File: config.mk
export PLATFORM = sky130hd
export DESIGN_NAME = psc_ctrl
export DESIGN_NICKNAME = d
export VERILOG_FILES = /design/src/sv/psc_pkg.sv /design/src/sv/psc_ctrl.sv
export SDC_FILE = /design/constraint.sdc
export NUM_CORES = 1
export LEC_CHECK = 0
export BUFFER_PORTS_ARGS = -buffer_cell sky130_fd_sc_hd__buf_2
export CAP_MARGIN = 40
export CORE_MARGIN = 10
export CORE_UTILIZATION = 55
export DETAILED_ROUTE_END_ITERATION = 7
export PLACE_DENSITY_LB_ADDON = 0.25
export SKIP_LAST_GASP = 1
export SYNTH_ARGS = -nofsm -noshare
export SYNTH_HDL_FRONTEND = slang
export SYNTH_SLANG_ARGS = --single-unit
export TNS_END_PERCENT = 20
File: constraint.sdc
create_clock -name clk -period 2.95 [get_ports clk]
set_input_delay 0.4425 -clock clk [delete_from_list [all_inputs] [get_ports clk]]
set_output_delay 0.4425 -clock clk [all_outputs]
set_load 0.01 [all_outputs]
File: src/sv/psc_pkg.sv
// Shared types, constants and command codes of the photon sphere crossing scorer.
`default_nettype none
package psc_pkg;

	localparam logic [62:0] SUM_MAX    = {63{1'b1}};
	localparam logic [14:0] ANGLE_MAX  = 15'd23040;
	localparam int          CORDIC_STEPS = 23;

	// multiplier operand select
	localparam logic [2:0] MS_EDEP = 3'd0;
	localparam logic [2:0] MS_XX   = 3'd1;
	localparam logic [2:0] MS_YY   = 3'd2;
	localparam logic [2:0] MS_ZZ   = 3'd3;
	localparam logic [2:0] MS_XU   = 3'd4;
	localparam logic [2:0] MS_YU   = 3'd5;
	localparam logic [2:0] MS_ZU   = 3'd6;
	localparam logic [2:0] MS_CC   = 3'd7;

	// accumulate operation
	localparam logic [1:0] ACC_NONE = 2'd0;
	localparam logic [1:0] ACC_SUMS = 2'd1;
	localparam logic [1:0] ACC_SQ   = 2'd2;
	localparam logic [1:0] ACC_DOT  = 2'd3;

	// angle source for the output word
	localparam logic [1:0] ANG_ZERO = 2'd0;
	localparam logic [1:0] ANG_90   = 2'd1;
	localparam logic [1:0] ANG_COR  = 2'd2;

	typedef struct packed {
		logic       load;
		logic [2:0] mul_sel;
		logic [1:0] acc_op;
		logic       sqrt_init_sq;
		logic       sqrt_init_sin;
		logic       sqrt_step;
		logic       r_latch;
		logic       div_init;
		logic       div_step;
		logic       cor_init;
		logic       cor_step;
		logic [4:0] cor_idx;
		logic       out_load;
		logic [1:0] ang_sel;
	} cmd_t;

	typedef struct packed {
		logic photon;
		logic r_zero;
		logic dot_nonpos;
		logic c_ge_one;
	} stat_t;

	// atan(2^-i) in degrees, Q.16, rounded to nearest
	function automatic logic signed [31:0] atan_deg(input logic [4:0] idx);
		logic signed [31:0] v;
		case (idx)
			5'd0:  v = 32'sd2949120;
			5'd1:  v = 32'sd1740967;
			5'd2:  v = 32'sd919879;
			5'd3:  v = 32'sd466945;
			5'd4:  v = 32'sd234379;
			5'd5:  v = 32'sd117304;
			5'd6:  v = 32'sd58666;
			5'd7:  v = 32'sd29335;
			5'd8:  v = 32'sd14668;
			5'd9:  v = 32'sd7334;
			5'd10: v = 32'sd3667;
			5'd11: v = 32'sd1833;
			5'd12: v = 32'sd917;
			5'd13: v = 32'sd458;
			5'd14: v = 32'sd229;
			5'd15: v = 32'sd115;
			5'd16: v = 32'sd57;
			5'd17: v = 32'sd29;
			5'd18: v = 32'sd14;
			5'd19: v = 32'sd7;
			5'd20: v = 32'sd4;
			5'd21: v = 32'sd2;
			5'd22: v = 32'sd1;
			default: v = 32'sd0;
		endcase
		return v;
	endfunction

endpackage
`default_nettype wire

File: src/sv/psc_ctrl.sv
// Sequencer state machine of the photon sphere crossing scorer.
`default_nettype none
module psc_ctrl
	import psc_pkg::*;
(
	input  wire logic  clk,
	input  wire logic  arst_n,
	input  wire logic  in_valid,
	output logic       in_stall,
	output logic       out_valid,
	input  wire logic  out_stall,
	input  wire stat_t stat,
	output cmd_t       cmd
);

	localparam logic [4:0] S_IDLE = 5'd0;
	localparam logic [4:0] S_EDEP = 5'd1;
	localparam logic [4:0] S_SUM  = 5'd2;
	localparam logic [4:0] S_M1   = 5'd3;
	localparam logic [4:0] S_M2   = 5'd4;
	localparam logic [4:0] S_M3   = 5'd5;
	localparam logic [4:0] S_M4   = 5'd6;
	localparam logic [4:0] S_M5   = 5'd7;
	localparam logic [4:0] S_M6   = 5'd8;
	localparam logic [4:0] S_SQ1  = 5'd9;
	localparam logic [4:0] S_DIVI = 5'd10;
	localparam logic [4:0] S_DIV  = 5'd11;
	localparam logic [4:0] S_CC   = 5'd12;
	localparam logic [4:0] S_SINI = 5'd13;
	localparam logic [4:0] S_SQ2  = 5'd14;
	localparam logic [4:0] S_CORI = 5'd15;
	localparam logic [4:0] S_COR  = 5'd16;
	localparam logic [4:0] S_OUT  = 5'd17;

	localparam logic [5:0] SQRT_LAST = 6'd31;
	localparam logic [5:0] DIV_LAST  = 6'd33;
	localparam logic [5:0] COR_LAST  = 6'(CORDIC_STEPS - 1);

	logic [4:0] state_q, state_d;
	logic [5:0] cnt_q, cnt_d;
	logic [1:0] ang_sel_q, ang_sel_d;
	logic       out_valid_q;
	logic       out_free;

	assign in_stall  = (state_q != S_IDLE);
	assign out_valid = out_valid_q;
	assign out_free  = !out_valid_q || !out_stall;

	always_comb begin
		cmd       = '0;
		state_d   = state_q;
		cnt_d     = cnt_q;
		ang_sel_d = ang_sel_q;
		cmd.mul_sel = MS_EDEP;
		cmd.acc_op  = ACC_NONE;
		cmd.ang_sel = ang_sel_q;
		cmd.cor_idx = cnt_q[4:0];
		case (state_q)
			S_IDLE: begin
				if (in_valid) begin
					cmd.load  = 1'b1;
					ang_sel_d = ANG_ZERO;
					state_d   = S_EDEP;
				end
			end
			S_EDEP: begin
				cmd.mul_sel = MS_EDEP;
				state_d     = S_SUM;
			end
			S_SUM: begin
				cmd.acc_op  = ACC_SUMS;
				cmd.mul_sel = MS_XX;
				state_d     = stat.photon ? S_M1 : S_OUT;
			end
			S_M1: begin
				cmd.acc_op  = ACC_SQ;
				cmd.mul_sel = MS_YY;
				state_d     = S_M2;
			end
			S_M2: begin
				cmd.acc_op  = ACC_SQ;
				cmd.mul_sel = MS_ZZ;
				state_d     = S_M3;
			end
			S_M3: begin
				cmd.acc_op  = ACC_SQ;
				cmd.mul_sel = MS_XU;
				state_d     = S_M4;
			end
			S_M4: begin
				cmd.acc_op  = ACC_DOT;
				cmd.mul_sel = MS_YU;
				state_d     = S_M5;
			end
			S_M5: begin
				cmd.acc_op  = ACC_DOT;
				cmd.mul_sel = MS_ZU;
				state_d     = S_M6;
			end
			S_M6: begin
				cmd.acc_op       = ACC_DOT;
				cmd.sqrt_init_sq = 1'b1;
				cnt_d            = '0;
				state_d          = S_SQ1;
			end
			S_SQ1: begin
				cmd.sqrt_step = 1'b1;
				cnt_d         = cnt_q + 6'd1;
				if (cnt_q == SQRT_LAST) begin
					cnt_d   = '0;
					state_d = S_DIVI;
				end
			end
			S_DIVI: begin
				cmd.r_latch = 1'b1;
				if (stat.r_zero || stat.dot_nonpos) begin
					ang_sel_d = ANG_90;
					state_d   = S_OUT;
				end else begin
					cmd.div_init = 1'b1;
					cnt_d        = '0;
					state_d      = S_DIV;
				end
			end
			S_DIV: begin
				cmd.div_step = 1'b1;
				cnt_d        = cnt_q + 6'd1;
				if (cnt_q == DIV_LAST) begin
					cnt_d   = '0;
					state_d = S_CC;
				end
			end
			S_CC: begin
				cmd.mul_sel = MS_CC;
				if (stat.c_ge_one) begin
					ang_sel_d = ANG_ZERO;
					state_d   = S_OUT;
				end else begin
					state_d = S_SINI;
				end
			end
			S_SINI: begin
				cmd.sqrt_init_sin = 1'b1;
				cnt_d             = '0;
				state_d           = S_SQ2;
			end
			S_SQ2: begin
				cmd.sqrt_step = 1'b1;
				cnt_d         = cnt_q + 6'd1;
				if (cnt_q == SQRT_LAST) begin
					cnt_d   = '0;
					state_d = S_CORI;
				end
			end
			S_CORI: begin
				cmd.cor_init = 1'b1;
				cnt_d        = '0;
				state_d      = S_COR;
			end
			S_COR: begin
				cmd.cor_step = 1'b1;
				cnt_d        = cnt_q + 6'd1;
				if (cnt_q == COR_LAST) begin
					cnt_d     = '0;
					ang_sel_d = ANG_COR;
					state_d   = S_OUT;
				end
			end
			S_OUT: begin
				if (out_free) begin
					cmd.out_load = 1'b1;
					state_d      = S_IDLE;
				end
			end
			default: begin
				state_d = S_IDLE;
			end
		endcase
	end

	always_ff @(posedge clk or negedge arst_n) begin
		if (!arst_n) begin
			state_q     <= S_IDLE;
			cnt_q       <= '0;
			ang_sel_q   <= ANG_ZERO;
			out_valid_q <= 1'b0;
		end else begin
			state_q   <= state_d;
			cnt_q     <= cnt_d;
			ang_sel_q <= ang_sel_d;
			if (cmd.out_load)
				out_valid_q <= 1'b1;
			else if (!out_stall)
				out_valid_q <= 1'b0;
		end
	end

	ap_accept_starts: assert property (@(posedge clk) disable iff (!arst_n)
		(in_valid && !in_stall) |=> (state_q == S_EDEP))
		else $error("accepted word did not start a run");
	ap_one_iter: assert property (@(posedge clk) disable iff (!arst_n)
		$onehot0({cmd.sqrt_step, cmd.div_step, cmd.cor_step}))
		else $error("two iterative units stepped at once");
	ap_no_overwrite: assert property (@(posedge clk) disable iff (!arst_n)
		cmd.out_load |-> !(out_valid_q && out_stall))
		else $error("output word overwritten while stalled");
	ap_cnt_range: assert property (@(posedge clk) disable iff (!arst_n)
		cnt_q <= DIV_LAST)
		else $error("step counter out of range");

endmodule
`default_nettype wire

==> out/qor.yml <==
synth_edf_count: 0
start_kind: "flop"
cts.clk_slew.worst_paths_ns: 0.10
fin_skew_ns: 0.0104
hp-class: "input pin to asynchronous set/reset pin"
r2r_cells: 5
status: "finished clean"
tns_ns: 0
synthToLayoutAreaGrowth_pct: 11.8
core-area_um2: 2020
power.density_nw_per_um2: 990
wire_per_inst_um: 16.2
num_antenna_cells: 0
die_area_um2: 4470
ir_worst_vdd_mv: 0.514
root_buffer: "clkbuf_4"
worst_slack_ns: 0.485
die_w_um: 66.9
wirelength_mm: 3.21
leakage_nw: 0.660
crit_fanout: 18
cts_tree: "yes"
crit_buf_inv: 1
crit_type: "flop to output port"
htree_levels: 1
synth.largest_area_cell: "dfrtp_1"
dpl_cell_area_um2: 1310
synth_area_leaders: "dfrtp_1, a21oi_1, nand2_1"
hold_viol_final: 0
synth_common_cells: "dfrtp_1, a21oi_1, nand2_1, inv_1, nor2_1"
ys_seq_area_frac: 0.290
cts_inserted_buffers: 3
p_int_mw: 0.677
layout_min_cycle_time_ns: 2.46
hold_buffers: 0
stdcell_count: 198
grt_pass1_wl_mm: 5.36
relSlewSlack: 0.572
crit_chain: "nor3b_2 > nand2_1 > nor3_1 > buf_2"
synth_top_area_frac: 0.290
antenna_found_initial: 0
maxCapViolCount: 0
synth_ff_type: "dfrtp_1"
layout-drive-gt1-share: 0.246
p_switching_mw: 0.659
grt_util_all_layers: 0.150
clkPwrFrac: 0.109
post_cts_buffers: 0
worstSetupEndpointType: "output port"
rsz0062_at_grt: "false"
cts_resized: 0
slew_violations: 0
fin_crit_sh: 0.836
reg2reg_from: "state_q[0]"
p_sw_frac: 0.493
viasPerCell: 6.06
detail_route.first_pass.iterations: 4
syn-cell-area_um2: 1210
cp.arrival_ns: 2.02
first_iter_violations: 60
clock_sinks: 14
overflow: 0
initial_core_util: 0.597
grt_pass1_vias: 1126
portBuffers: 31
syn_inst: 150
yosysWarnings: 0
seqPwrFrac: 0.350
nets: 183
clkLatencyLatePin_ns: 0.29
vias: 1200
worstReg2RegEnd: "state_q[4]"
pin_count: 32
worstMarginPinSlew_ns: 0.641
place.gp.congestion: 0.966
drcViolationCount: 0
cpPeakStageDelay_ns: 0.69
postRouteAntennaNets: 0
syn_area_per_cell_um2: 8.05
synth.distinct_cells: 46
whs_ns: 0.0356
syn_nets: 161
dp_slack_ns: 0.697
slowest_stage: "dfrtp_1"
fin_util: 0.668
critPathTopFamily: "simple AND/OR/NAND/NOR gates"
power_frac_comb: 0.541
power_mw: 1.34
rrSetupSlack_ns: 0.66
dp_hpwl_mm: 2.40
max_freq_mhz: 406
dieHeight_um: 66.9
place_inst: 194
yosysMostFrequentCell: "dfrtp_1"
cp-startpoint: "state_q[3]"
finalSetupViolCount: 0
clock_path_buffers: 2
synthArstFlopShare: 1.00
grt_max_degree: 24
ys_seq_elements: 14
fp-row-count: 16
cp.required_ns: 2.51
final_area_um2: 1350
nFillCells: 181
-- registers in the layout, summed over array words and instances, names as in the netlist --
name       count
state_q        5
cnt_q          6
out_valid      1
ang_sel_q      2
-- layer usage --
layer / GRT usage / wire, µm / part of all wire / up-vias
met5: 0 / 0 / 0 / -
met4: 0.0615 / 39 / 0.012 / 0
met3: 0.0569 / 260 / 0.081 / 6
met2: 0.223 / 1510 / 0.47 / 54
met1: 0.188 / 1390 / 0.43 / 566
li1: - / - / - / 574
-- layout by cell type, fill, tap and decap left out, types with 5 or more instances in the layout --
cell type / instances
a21oi_1: 12
nor3_1: 6
buf_2: 31
inv_1: 10
nor2_1: 9
nand2_1: 11
nand2b_1: 5
a31oi_1: 5
dfrtp_1: 14
o21ai_0: 7
-- power by group through the flow --
stage / registers [mW] / clock network (mW) / logic (mW)
3_5_place_dp: 0.466 / 0 / 0.723
4_1_cts: 0.461 / 0.150 / 0.730
3_3_place_gp: 0.451 / 0 / 0.711
5_1_grt: 0.493 / 0.160 / 0.810
2_1_floorplan: 0.341 / 0 / 0.669
6_report: 0.468 / 0.145 / 0.723
-- layout make-up --
class	instances	area, µm²	share of cell area
multi-input cells	112	737	0.546
flip-flops and latches	14	350	0.260
repair buffers	31	155	0.115
inverters	10	37.5	0.0278
clock buffers	4	36.3	0.0269
well taps	27	33.8	0.0250
-- cell families after synthesis --
| family | synth area share |
|---|---|
| AO/OA/AOI/OAI | 0.233 |
| multiplexers | 0.0342 |
| buffers and inverters | 0.0995 |
| XOR/XNOR | 0.0145 |
| adder cells (fa/ha/maj) | 0.0311 |
| AND/OR/NAND/NOR | 0.297 |
| flip-flops | 0.290 |
-- worst max-delay path by stage --
stage	to	slack (ns)	depth (start not counted)
2_1_floorplan	cmd[18]	0.98	4
3_3_place_gp	state_q[4]	0.76	5
3_5_place_dp	state_q[4]	0.70	5
4_1_cts	cmd[11]	0.51	4
5_1_grt	cmd[11]	0.26	4
6_report	cmd[11]	0.49	4
-- worst reg2reg max path, cell delays in order, from the launching register on --
cell	delay [ns]
dfrtp_1	0.76
or3b_1	0.41
a21o_1	0.23
o211ai_4	0.29
or2_4	0.20
mux2_4	0.29
Note: power is estimated with default switching activity, not from simulation.
